## src/hw/rtl/cau_pkg.sv

```systemverilog
`timescale 1ns / 1ps

package cau_pkg;

    // field widths and fixed-point format
    localparam int DATA_WIDTH = 16;
    localparam int FRAC_BITS  = 8;
    localparam int DW         = DATA_WIDTH;
    localparam int PW         = 2 * DW;     // full product width
    localparam int SW         = PW + 2;     // signed sum of two products
    localparam int NW         = PW + 1;     // magnitude of such a sum
    localparam int NCELLS     = DW;         // one quotient bit / root bit per cell

    // operation codes
    typedef logic [2:0] op_t;
    localparam op_t OP_ADD = 3'd0;
    localparam op_t OP_SUB = 3'd1;
    localparam op_t OP_MUL = 3'd2;
    localparam op_t OP_DIV = 3'd3;
    localparam op_t OP_NEG = 3'd4;
    localparam op_t OP_MAG = 3'd5;

    // status codes
    typedef logic [1:0] st_t;
    localparam st_t ST_OK  = 2'd0;
    localparam st_t ST_SAT = 2'd1;
    localparam st_t ST_DZ  = 2'd2;

    // which result is finished after the cell chain
    typedef enum logic [1:0] {
        LATE_NONE,
        LATE_DIV,
        LATE_MAG
    } late_t;

    // saturated part
    typedef struct packed {
        logic          sat;
        logic [DW-1:0] val;
    } nar_t;

    // word handed from cell to cell
    typedef struct packed {
        late_t         late;
        logic [DW-1:0] pre_re;
        logic [DW-1:0] pre_im;
        st_t           pre_st;
        logic          neg_re;
        logic          neg_im;
        logic          ovf_re;
        logic          ovf_im;
        logic [PW-1:0] den;
        logic [PW-1:0] drem_re;
        logic [PW-1:0] drem_im;
        logic [DW-1:0] dsh_re;
        logic [DW-1:0] dsh_im;
        logic [DW-1:0] q_re;
        logic [DW-1:0] q_im;
        logic [DW+3:0] srem;
        logic [DW-1:0] root;
        logic [PW-1:0] vsh;
    } lane_t;

    // clamp a sign and magnitude to the signed output range
    function automatic nar_t sat_val(input logic neg, input logic [NW-1:0] m);
        nar_t          r;
        logic [NW-1:0] lim_p;
        logic [NW-1:0] lim_n;
        lim_p = NW'({(DW-1){1'b1}});
        lim_n = lim_p + 1'b1;
        r.sat = 1'b0;
        if (!neg && (m > lim_p)) begin
            r.sat = 1'b1;
            r.val = {1'b0, {(DW-1){1'b1}}};
        end else if (neg && (m > lim_n)) begin
            r.sat = 1'b1;
            r.val = {1'b1, {(DW-1){1'b0}}};
        end else begin
            r.val = neg ? (~m[DW-1:0] + 1'b1) : m[DW-1:0];
        end
        return r;
    endfunction

    // absolute value of a wide signed sum
    function automatic logic [NW-1:0] mag_of(input logic signed [SW-1:0] s);
        logic [SW-1:0] a;
        a = s[SW-1] ? (~s + 1'b1) : s;
        return a[NW-1:0];
    endfunction

endpackage

```

## src/hw/rtl/cau_res_if.sv

```systemverilog
`timescale 1ns / 1ps

interface cau_res_if;
    logic                        valid;
    logic                        ready;
    logic signed [cau_pkg::DW-1:0] res_re;
    logic signed [cau_pkg::DW-1:0] res_im;
    logic [1:0]                  status;

    modport source (output valid, res_re, res_im, status, input ready);
    modport sink   (input valid, res_re, res_im, status, output ready);
endinterface

```

## src/hw/rtl/cau_back.sv

```systemverilog
`timescale 1ns / 1ps

module cau_back (
    input  logic           clk,
    input  logic           rst_n,
    input  logic           up_valid,
    output logic           up_ready,
    input  cau_pkg::lane_t up_lane,
    cau_res_if.source      res
);
    import cau_pkg::*;

    logic          valid_reg;
    logic [DW-1:0] re_reg, re_next;
    logic [DW-1:0] im_reg, im_next;
    st_t           st_reg, st_next;
    nar_t          n_re, n_im;
    logic [NW-1:0] qm_re, qm_im;

    assign up_ready   = !valid_reg || res.ready;
    assign res.valid  = valid_reg;
    assign res.res_re = re_reg;
    assign res.res_im = im_reg;
    assign res.status = st_reg;

    // finish quotient and root results, or pass direct results through
    always_comb
    begin
        qm_re = up_lane.ovf_re ? '1 : NW'(up_lane.q_re);
        qm_im = up_lane.ovf_im ? '1 : NW'(up_lane.q_im);
        n_re  = sat_val(up_lane.neg_re, qm_re);
        n_im  = sat_val(up_lane.neg_im, qm_im);
        case (up_lane.late)
            LATE_DIV:
            begin
                re_next = n_re.val;
                im_next = n_im.val;
                st_next = (n_re.sat || n_im.sat) ? ST_SAT : ST_OK;
            end
            LATE_MAG:
            begin
                n_re    = sat_val(1'b0, NW'(up_lane.root));
                re_next = n_re.val;
                im_next = '0;
                st_next = n_re.sat ? ST_SAT : ST_OK;
            end
            default:
            begin
                re_next = up_lane.pre_re;
                im_next = up_lane.pre_im;
                st_next = up_lane.pre_st;
            end
        endcase
    end

    always_ff @(posedge clk or negedge rst_n)
    begin
        if (!rst_n)
        begin
            valid_reg <= 1'b0;
        end
        else if (up_ready)
        begin
            valid_reg <= up_valid;
        end
    end

    always_ff @(posedge clk)
    begin
        if (up_ready && up_valid)
        begin
            re_reg <= re_next;
            im_reg <= im_next;
            st_reg <= st_next;
        end
    end

endmodule

```

## src/flat_wrapper.sv

```systemverilog
// flat-port wrapper written by rule: the top's interface ports become plain ports
module cau_back_flat import cau_pkg::*;
  (clk, rst_n, up_valid, up_ready, up_lane, res_valid, res_res_re, res_res_im, res_status, res_ready);
  cau_res_if res_i ();
  input  logic clk;
  input  logic rst_n;
  input  logic up_valid;
  output logic up_ready;
  input  cau_pkg::lane_t up_lane;
  output wire logic [$bits(res_i.valid)-1:0] res_valid;
  output wire logic [$bits(res_i.res_re)-1:0] res_res_re;
  output wire logic [$bits(res_i.res_im)-1:0] res_res_im;
  output wire logic [$bits(res_i.status)-1:0] res_status;
  input wire logic [$bits(res_i.ready)-1:0] res_ready;
  assign res_valid = res_i.valid;
  assign res_res_re = res_i.res_re;
  assign res_res_im = res_i.res_im;
  assign res_status = res_i.status;
  assign res_i.ready = res_ready;
  cau_back u_core (.clk(clk), .rst_n(rst_n), .up_valid(up_valid), .up_ready(up_ready), .up_lane(up_lane), .res(res_i));
endmodule
```

## config.mk

```make
export PLATFORM = sky130hd
export DESIGN_NAME = cau_back_flat
export DESIGN_NICKNAME = d
export VERILOG_FILES = /design/src/hw/rtl/cau_pkg.sv /design/src/hw/rtl/cau_res_if.sv /design/src/hw/rtl/cau_back.sv /design/src/flat_wrapper.sv
export SDC_FILE = /design/constraint.sdc
export NUM_CORES = 1
export LEC_CHECK = 0
export BUFFER_PORTS_ARGS = -buffer_cell sky130_fd_sc_hd__buf_2
export CAP_MARGIN = 5
export CORE_AREA = 2 2 119 121
export CTS_CLUSTER_DIAMETER = 60
export CTS_CLUSTER_SIZE = 28
export DETAILED_ROUTE_END_ITERATION = 8
export DIE_AREA = 0 0 121 123
export HOLD_SLACK_MARGIN = 0.1
export SLEW_MARGIN = 0
export SYNTH_ARGS = -nofsm -noshare
export SYNTH_HDL_FRONTEND = slang
export SYNTH_SLANG_ARGS = --single-unit
```

## constraint.sdc

```tcl
create_clock -name clk -period 4.9 [get_ports clk]
set_input_delay 0.49 -clock clk [delete_from_list [all_inputs] [get_ports clk]]
set_output_delay 0.49 -clock clk [all_outputs]
set_load 0.02 [all_outputs]
```

==> impl_metrics.py <==
metrics = {
    "die": {
        "die_area_sq_um": 14900,
        "die_w_um": 121,
        "fp-row-count": 43,
        "io_pins": 308,
        "die_height_um": 123,
        "core_area_sq_um": 13600,
        "initial_core_util_pct": 20.7,
    },
    "worst_setup_path": {
        "crit_path_end_kind": "register",
        "path_max_fanout": 25,
        "path_delay_family": "simple AND/OR/NAND/NOR gates",
        "start_kind": "input port",
        "worstPathCellList": "buf_2 > nor2_1 > ha_1 > nor3b_2 > nand4_1 > o211ai_2 > nand2_2 > o311ai_1",
        "reg2reg_slack_ps": 3420,
        "arrival_ps": 2770,
        "crit_slowest_cell": "o311ai_1",
        "rr_worst_depth": 3,
        "r2r_start": "u_core.res.valid",
        "r2r_end": "u_core.res.res_im[9]",
        "critical_path_class": "in -> reg",
        "cp_num_buf_inv": 1,
        "slowest_delay_ps": 440,
        "required_ps": 4950,
    },
    "sta": {
        "fin_skew_ps": 6.94,
        "worst_pin_slew_ps": 513,
        "setup_viol": 0,
        "rsz0062_at_grt": "false",
        "final_max_slew_viol_count": 0,
        "hold_violations": 0,
        "final.period_utilization_pct": 55.4,
        "fin_crit_ps": 2720,
        "setup_ws_ps": 2180,
        "setup_tns_ps": 0,
        "fmax_mhz": 368,
        "relSlewSlack_pct": 65.8,
    },
    "routing": {
        "drtAntennaViolNets": 0,
        "vias_per_cell": 4.95,
        "post_drt_wl_per_cell_um": 17.1,
        "wl_um": 10600,
        "firstDrtPassIters": 5,
        "drc": 0,
        "route.vias.total": 3085,
        "drt_iter0_markers": 317,
    },
    "yosys": {
        "synth_edf_count": 34,
        "yosys_warnings": 0,
        "yosys.area.top_type": "edfxtp_1",
        "synthTopCellsByArea": "edfxtp_1, o21ai_0, nor2_1",
        "yosys-top-cells-count": "nor2_1, edfxtp_1, o21ai_0",
        "synth-async-reset-ratio_pct": 2.86,
        "synth-seq-area-share_pct": 37.0,
        "synth_cell_type_count": 62,
        "syn_inst": 324,
        "synth.most_common_cell": "nor2_1",
        "synthFlopType": "edfxtp_1",
        "syn_nets": 601,
        "yosys_register_bits": 35,
        "synthesis.area_sq_um": 2820,
        "yosys.area.top_type_share_pct": 36.2,
        "synth.avg_cell_area_sq_um": 8.72,
    },
    "placement": {
        "place_area_sq_um": 3620,
        "io_buffers": 127,
        "hpwl_um": 8220,
        "post-place-ws_ps": 1900,
        "gp_congestion": 0.834,
    },
    "worst_hold_path": {
        "min_to": "u_core.res.valid",
        "hold_path.class": "in -> reg",
        "holdPathStages": 2,
        "min_from": "up_valid",
    },
    "final_layout": {
        "syn2layout_area_growth_pct": 33.6,
        "postLayoutCoreUtil_pct": 27.7,
        "fin_area_sq_um": 3770,
        "fin_nets": 718,
        "drive_gt1_share_pct": 35.3,
    },
    "global_route": {
        "grt_pass1_vias": 2837,
        "grt_max_degree": 53,
        "overflow": 0,
        "antenna_found_initial": 1,
        "grt_use_total_pct": 13.8,
        "grt_pass1_wl_um": 15800,
    },
    "cts": {
        "cts_max_path_buffers": 2,
        "clk_pin_slew_ps": 50,
        "root_buffer": "clkbuf_16",
        "cts_buffers": 5,
        "cts_tree": "done",
        "clock_sinks": 35,
        "cts_htree_levels": 2,
        "clk_latency_ps": 280,
        "cts_resized": 0,
    },
    "status": {
        "outcome": "finished, final reports clean",
    },
    "pwr": {
        "power.density_nw_per_um2": 247,
        "finalPower_uw": 932,
        "p_leak_uw": 0.00147,
        "vdd_drop_max_mv": 0.0956,
    },
    "flow_run": {
        "max_cap_violations": 0,
    },
}
## worst max path at each step
stage                             from                     to  slack (ps)  cells after the start
after floorplan           up_lane[228]  u_core.res.res_im[14]        2180                      9
after global placement    up_lane[229]  u_core.res.res_re[13]        1910                      8
after detailed placement  up_lane[229]  u_core.res.res_re[12]        1900                      8
after CTS                 up_lane[229]  u_core.res.res_re[13]        2190                      8
after global routing      up_lane[229]  u_core.res.res_re[13]        1920                      8
final                     up_lane[229]  u_core.res.res_re[13]        2180                      8
## final cells by class
cell class	instances	area, sq um
antenna	1	2.50
clock buffer	7	133
clock inverter	1	5.00
fill	1501	9840
inverter	8	30.0
multi-input combinational	260	1660
sequential	35	1050
tap	180	225
timing repair buffer	131	668
## layout by cell type (no fill, tap or decap), types with 8 or more instances in the layout
| cell type | count |
|---|---|
| buf_2 | 127 |
| nor2_1 | 37 |
| edfxtp_1 | 34 |
| o21ai_0 | 32 |
| a21oi_1 | 24 |
| nand2_1 | 20 |
| o21ai_1 | 12 |
| a221o_1 | 10 |
| nand3_1 | 9 |
| nor3_1 | 8 |
## worst reg2reg max path, delay by kind of cell (launching register included)
| family | cells | cell delay (ps) |
|---|---|---|
| buffers and inverters | 1 | 410 |
| DFF | 1 | 370 |
| and+or+nand+nor | 2 | 320 |
## cells by family (layout without fill, tap and decap cells)
logic type | Yosys count | in the layout | share of synthesized area (%)
AOI/OAI and AO/OA | 124 | 124 | 29.8
and+or+nand+nor | 120 | 120 | 23.3
DFF | 35 | 35 | 37.0
buffers and inverters | 29 | 147 | 4.08
xor gates and xnor gates | 8 | 8 | 2.48
adders and majority gates | 5 | 5 | 2.22
muxes | 3 | 3 | 1.11
other | 0 | 1 | 0
## power breakdown
part	leakage (uW)	internal, uW	switching, uW	total [uW]
Combinational	0.00106	94.7	161	256
Sequential	0.000342	362	5.85	368
Clock	0.0000679	188	120	308
## stage by stage
stage	cells	hold slack, ps
finish	623	463
global placement	613	266
global route	623	462
CTS	622	454
detailed placement	613	268
floorplan	324	194
## layer usage
| layer | wire length (um) | up-vias | part of all wire (%) | global-route usage (%) |
|---|---|---|---|---|
| li1 | - | 1496 | - | - |
| met1 | 5630 | 1455 | 53 | 22.7 |
| met2 | 4220 | 127 | 40 | 17.9 |
| met3 | 639 | 7 | 6.0 | 2.21 |
| met4 | 129 | 0 | 1.2 | 3.92 |
| met5 | 0 | - | 0 | 0 |
## timing repair
action	CTS	global route
setup buffers	0	0
hold buffers	1	0
endpoints found under the hold margin	1	0
endpoints found under the setup margin	0	0
(Power assumes the default switching activity.)
