### src/hw/rtl/cau_pkg.sv
`timescale 1ns / 1ps

package cau_pkg;

    // field widths and fixed-point format
    localparam int DATA_WIDTH = 16;
    localparam int FRAC_BITS  = 8;
    localparam int DW         = DATA_WIDTH;
    localparam int PW         = 2 * DW;     // full product width
    localparam int SW         = PW + 2;     // signed sum of two products
    localparam int NW         = PW + 1;     // magnitude of such a sum
    localparam int NCELLS     = DW;         // one quotient bit / root bit per cell

    // operation codes
    typedef logic [2:0] op_t;
    localparam op_t OP_ADD = 3'd0;
    localparam op_t OP_SUB = 3'd1;
    localparam op_t OP_MUL = 3'd2;
    localparam op_t OP_DIV = 3'd3;
    localparam op_t OP_NEG = 3'd4;
    localparam op_t OP_MAG = 3'd5;

    // status codes
    typedef logic [1:0] st_t;
    localparam st_t ST_OK  = 2'd0;
    localparam st_t ST_SAT = 2'd1;
    localparam st_t ST_DZ  = 2'd2;

    // which result is finished after the cell chain
    typedef enum logic [1:0] {
        LATE_NONE,
        LATE_DIV,
        LATE_MAG
    } late_t;

    // saturated part
    typedef struct packed {
        logic          sat;
        logic [DW-1:0] val;
    } nar_t;

    // word handed from cell to cell
    typedef struct packed {
        late_t         late;
        logic [DW-1:0] pre_re;
        logic [DW-1:0] pre_im;
        st_t           pre_st;
        logic          neg_re;
        logic          neg_im;
        logic          ovf_re;
        logic          ovf_im;
        logic [PW-1:0] den;
        logic [PW-1:0] drem_re;
        logic [PW-1:0] drem_im;
        logic [DW-1:0] dsh_re;
        logic [DW-1:0] dsh_im;
        logic [DW-1:0] q_re;
        logic [DW-1:0] q_im;
        logic [DW+3:0] srem;
        logic [DW-1:0] root;
        logic [PW-1:0] vsh;
    } lane_t;

    // clamp a sign and magnitude to the signed output range
    function automatic nar_t sat_val(input logic neg, input logic [NW-1:0] m);
        nar_t          r;
        logic [NW-1:0] lim_p;
        logic [NW-1:0] lim_n;
        lim_p = NW'({(DW-1){1'b1}});
        lim_n = lim_p + 1'b1;
        r.sat = 1'b0;
        if (!neg && (m > lim_p)) begin
            r.sat = 1'b1;
            r.val = {1'b0, {(DW-1){1'b1}}};
        end else if (neg && (m > lim_n)) begin
            r.sat = 1'b1;
            r.val = {1'b1, {(DW-1){1'b0}}};
        end else begin
            r.val = neg ? (~m[DW-1:0] + 1'b1) : m[DW-1:0];
        end
        return r;
    endfunction

    // absolute value of a wide signed sum
    function automatic logic [NW-1:0] mag_of(input logic signed [SW-1:0] s);
        logic [SW-1:0] a;
        a = s[SW-1] ? (~s + 1'b1) : s;
        return a[NW-1:0];
    endfunction

endpackage

### src/hw/rtl/cau_cell.sv
`timescale 1ns / 1ps

module cau_cell (
    input  logic           clk,
    input  logic           rst_n,
    input  logic           up_valid,
    output logic           up_ready,
    input  cau_pkg::lane_t up_lane,
    output logic           dn_valid,
    input  logic           dn_ready,
    output cau_pkg::lane_t dn_lane
);
    import cau_pkg::*;

    logic          valid_reg;
    lane_t         lane_reg;
    lane_t         lane_next;
    logic [PW:0]   tr_re;
    logic [PW:0]   tr_im;
    logic [DW+3:0] st;
    logic [DW+3:0] trial;

    assign up_ready = !valid_reg || dn_ready;
    assign dn_valid = valid_reg;
    assign dn_lane  = lane_reg;

    // one restoring division step per lane and one square-root step
    always_comb
    begin
        lane_next = up_lane;

        tr_re = {up_lane.drem_re, up_lane.dsh_re[DW-1]};
        tr_im = {up_lane.drem_im, up_lane.dsh_im[DW-1]};
        lane_next.dsh_re = {up_lane.dsh_re[DW-2:0], 1'b0};
        lane_next.dsh_im = {up_lane.dsh_im[DW-2:0], 1'b0};
        if (tr_re >= {1'b0, up_lane.den})
        begin
            tr_re = tr_re - {1'b0, up_lane.den};
            lane_next.q_re = {up_lane.q_re[DW-2:0], 1'b1};
        end
        else
        begin
            lane_next.q_re = {up_lane.q_re[DW-2:0], 1'b0};
        end
        if (tr_im >= {1'b0, up_lane.den})
        begin
            tr_im = tr_im - {1'b0, up_lane.den};
            lane_next.q_im = {up_lane.q_im[DW-2:0], 1'b1};
        end
        else
        begin
            lane_next.q_im = {up_lane.q_im[DW-2:0], 1'b0};
        end
        lane_next.drem_re = tr_re[PW-1:0];
        lane_next.drem_im = tr_im[PW-1:0];

        st    = {up_lane.srem[DW+1:0], up_lane.vsh[PW-1:PW-2]};
        trial = {2'b00, up_lane.root, 2'b01};
        lane_next.vsh = {up_lane.vsh[PW-3:0], 2'b00};
        if (st >= trial)
        begin
            lane_next.srem = st - trial;
            lane_next.root = {up_lane.root[DW-2:0], 1'b1};
        end
        else
        begin
            lane_next.srem = st;
            lane_next.root = {up_lane.root[DW-2:0], 1'b0};
        end
    end

    always_ff @(posedge clk or negedge rst_n)
    begin
        if (!rst_n)
        begin
            valid_reg <= 1'b0;
        end
        else if (up_ready)
        begin
            valid_reg <= up_valid;
        end
    end

    always_ff @(posedge clk)
    begin
        if (up_ready && up_valid)
        begin
            lane_reg <= lane_next;
        end
    end

endmodule

### config.mk
export PLATFORM = sky130hd
export DESIGN_NAME = cau_cell
export DESIGN_NICKNAME = d
export VERILOG_FILES = /design/src/hw/rtl/cau_pkg.sv /design/src/hw/rtl/cau_cell.sv
export SDC_FILE = /design/constraint.sdc
export NUM_CORES = 1
export LEC_CHECK = 0
export BUFFER_PORTS_ARGS = -buffer_cell sky130_fd_sc_hd__clkbuf_2
export CORE_AREA = 2 2 208 210
export CTS_CLUSTER_SIZE = 25
export DETAILED_ROUTE_END_ITERATION = 10
export DIE_AREA = 0 0 210 212
export GPL_TIMING_DRIVEN = 0
export SLEW_MARGIN = 20
export SYNTH_ARGS = -nofsm -noshare
export SYNTH_HDL_FRONTEND = slang
export SYNTH_SLANG_ARGS = --single-unit
### constraint.sdc
create_clock -name clk -period 8.1 [get_ports clk]
set_input_delay 1.62 -clock clk [delete_from_list [all_inputs] [get_ports clk]]
set_output_delay 1.62 -clock clk [all_outputs]
set_load 0.02 [all_outputs]
==> key figures <==
Status
  – Run status: finished clean

Synth
  – Post-synthesis instance total: 1,097
  – EDFF count, synth: 264
  – Flip-flop and latch count after synthesis: 265
  – Most instantiated flip-flop cell in the synthesis netlist: sky130_fd_sc_hd__edfxtp_1
  – Yosys warns: 0
  – Most used standard cells in the synthesized netlist: 264 x sky130_fd_sc_hd__edfxtp_1, 100 x sky130_fd_sc_hd__a21oi_1, 82 x sky130_fd_sc_hd__ha_1, 73 x sky130_fd_sc_hd__inv_1, 70 x sky130_fd_sc_hd__nand2_1
  – Post-synthesis average cell area: 12.4 um^2
  – Proportion of synthesized chip area in sequential cells: 58.6%
  – Post-synthesis cell area: 0.0136 mm^2
  – Most used standard cell by instance count after synthesis: sky130_fd_sc_hd__edfxtp_1
  – Top post-synthesis cells by area: sky130_fd_sc_hd__edfxtp_1 58%, sky130_fd_sc_hd__ha_1 7.6%, sky130_fd_sc_hd__a21oi_1 3.7%
  – Ys async rst share: 0.377%
  – Number of distinct standard cells referenced by the synthesized netlist: 78
  – Library cell occupying the most area in the post-synthesis netlist: sky130_fd_sc_hd__edfxtp_1
  – Portion of synthesized cell area occupied by the leading cell type: 58.4%

Final layout
  – Nets: 2,030
  – Ratio of cells with drive above 1 in the final layout: 38.1%
  – Final core occ: 42.7%
  – Cell area after layout: 0.0181 mm^2
  – Area growth, synth to finish: 33.7%
  – Finished Layout Cells: 2,255

Power
  – Max IR drop VDD: 0.156 mV
  – PwrDens: 222 mW/mm^2
  – Static leakage power: 8.08 nW

Die
  – Die H: 212 um
  – Initial Utilization: 31.9%
  – Full die area: 0.0445 mm^2
  – Overall die width: 210 um
  – Area of the placeable core: 0.0425 mm^2
  – Count of boundary I/O pins: 542
  – Total number of placement rows: 76

Critical path
  – Peak fanout along the critical path: 10
  – Kind of launch point of the worst setup path: input port
  – Crit path required time: 8.34 ns
  – Data arrival at the endpoint of the critical path: 4.42 ns
  – Class of the most critical setup path: in -> reg
  – Crit path cell chain: clkbuf_2, inv_1, ha_1, clkbuf_1, nand4_1, nor2_1, nand4_1, nand4b_1, o2111ai_2, nand2_2, buf_6, buf_4, nand2_1, o21ai_0
  – Slowest stage cell on the critical path: sky130_fd_sc_hd__nand4b_1
  – Most used cell, CP: sky130_fd_sc_hd__nand4_1
  – Critical path endpoint category: register
  – Max stage delay on crit path: 0.41 ns

Clocking
  – Hold Buf Count CTS: 0
  – Number of levels the H-tree was split into: 2
  – Number of buffers on the longest clock path: 3
  – Clock latency of the later-clocked register in the worst-skew pair: 0.54 ns
  – Number of post-CTS setup repair buffers: 0
  – Register clock-pin slew on the reported worst setup and hold paths: 0.06 ns
  – CTS sink cnt: 265
  – CTS tree: done
  – Total of cells resized after clock tree synthesis: 0
  – Clock root buffer master: sky130_fd_sc_hd__clkbuf_16
  – Num CTS Buffers: 34

Timing
  – Final Setup Violations: 0
  – Setup slack after layout: 3.92 ns
  – Transition time at the pin with the least slew margin: 0.740 ns
  – Highest clock frequency the design can meet: 239 MHz
  – Worst-case clock skew: 0.0172 ns
  – Setup TNS Final: 0 ns
  – Final cycle utilization of the critical path: 51.6%
  – Number of pins with negative max-slew slack in the final report: 0
  – Hold violation count in the final report: 0
  – Setup repair after global routing missed its margin: false
  – Max transition margin: 50.4%
  – Period minus WS final: 4.18 ns

GRT
  – Antenna violations before repair: 16
  – Pin count of the biggest net entering global routing: 59
  – Vias in the first global route: 11,100
  – Gr usage total: 21.2%
  – Total overflow reported by the global router: 0
  – Global-route wire length before repair: 69.2 mm

Worst hold path
  – Path type of the worst min-delay path: reg -> reg

Drt
  – Antenna violation net count after detailed routing: 0
  – Drt first-iter violations: 676
  – Count of TritonRoute iterations in the first routing pass: 5
  – Via Count: 11,200
  – Total DRC errors in the routed layout: 0
  – Aggregate routed wire length: 48.9 mm
  – Vias per cell: 4.95
  – Routed WL per cell: 21.7 um

Placed design
  – Setup slack at placement: 3.38 ns
  – Placed wire-length estimate after detailed placement: 40.1 mm
  – Placement-stage cell area: 0.0171 mm^2
  – Final Wtd Congestion: 0.878
  – Cells after DPL: 2,184
  – Count of input and output buffers: 533

Run
  – Number of maximum-capacitance constraint violations: 0
## layout make-up
class	instances	area, um^2
inverter	73	274
clock inverter	16	144
timing repair buffer	538	2790
tap	546	683
antenna	12	30.0
clock buffer	43	906
buffer	36	213
fill	4048	24400
sequential	265	7950
multi-input combinational	726	5140
## state kept, by name, summed over array words and instances, names as in the netlist
signal	flops
dn_lane	264
dn_valid	1
## critical path, delay by kind of cell
kind / cells / cell delay (ns)
fa+ha+maj: 1 / 0.29
simple gates: 6 / 1.35
compound gates: 2 / 0.28
buf+inv: 5 / 0.86
## per-layer routing
layer / GRT usage [%] / wire, um / vias to the layer above
met5: 1.45 / 144 / -
met4: 9.24 / 1610 / 10
met3: 6.82 / 4150 / 88
met2: 36.3 / 24100 / 453
met1: 24.3 / 18900 / 5321
li1: - / - / 5290
## per-stage QoR
stage,hold slack (ns),power [mW]
6_report,0.573,4.02
5_1_grt,0.619,4.20
4_1_cts,0.567,4.08
3_5_place_dp,0.550,2.59
3_3_place_gp,0.516,2.59
2_1_floorplan,0.782,2.27
## report_power, final
group	internal [mW]	switching (mW)	total (mW)
Combinational	0.330	0.555	0.885
Clock	0.858	0.601	1.46
Sequential	1.65	0.0281	1.68
Total	2.84	1.18	4.02
## path summary, 6_finish.rpt
| path | slack [ns] | endpoint | start | depth (start not counted) |
|---|---|---|---|---|
| min in group asynchronous | 0.86 | dn_valid$_DFFE_PN0N_ | rst_n | 1 |
| worst max-delay path | 3.92 | dn_lane[193]$_DFFE_PP_ | up_lane[215] | 14 |
| max in group asynchronous | 7.16 | dn_valid$_DFFE_PN0N_ | rst_n | 1 |
| worst min register to register | 0.57 | dn_valid$_DFFE_PN0N_ | dn_valid$_DFFE_PN0N_ | 2 |
| worst min-delay path | 0.57 | dn_valid$_DFFE_PN0N_ | dn_valid$_DFFE_PN0N_ | 2 |
| worst max register to register | 6.16 | dn_lane[44]$_DFFE_PP_ | dn_valid$_DFFE_PN0N_ | 4 |
## placed cells by master (no fill, tap or decap), types with 18 or more instances in the layout
cell type and count:
sky130_fd_sc_hd__a21o_1 38, sky130_fd_sc_hd__o21ai_0 59, sky130_fd_sc_hd__a21oi_1 100, sky130_fd_sc_hd__o21a_1 19
sky130_fd_sc_hd__nor2_1 69, sky130_fd_sc_hd__ha_1 82, sky130_fd_sc_hd__inv_1 73, sky130_fd_sc_hd__xnor2_1 37
sky130_fd_sc_hd__nand2_1 70, sky130_fd_sc_hd__xor2_1 30, sky130_fd_sc_hd__clkbuf_1 22, sky130_fd_sc_hd__edfxtp_1 264
sky130_fd_sc_hd__clkbuf_2 534, sky130_fd_sc_hd__clkbuf_16 35, sky130_fd_sc_hd__nand3_1 18
## kinds of logic (layout without fill, tap and decap cells)
kind of cell	count (synthesis)	count (layout)	share of synthesized area (%)
flops	265	265	58.6
buf+inv	109	706	3.59
mux	20	20	1.91
other cells	1	16	0.0276
fa+ha+maj	84	84	7.86
xor+xnor	67	67	4.33
simple gates	236	236	8.14
compound gates	315	315	15.5
Note: power is estimated with default switching activity, not from simulation.
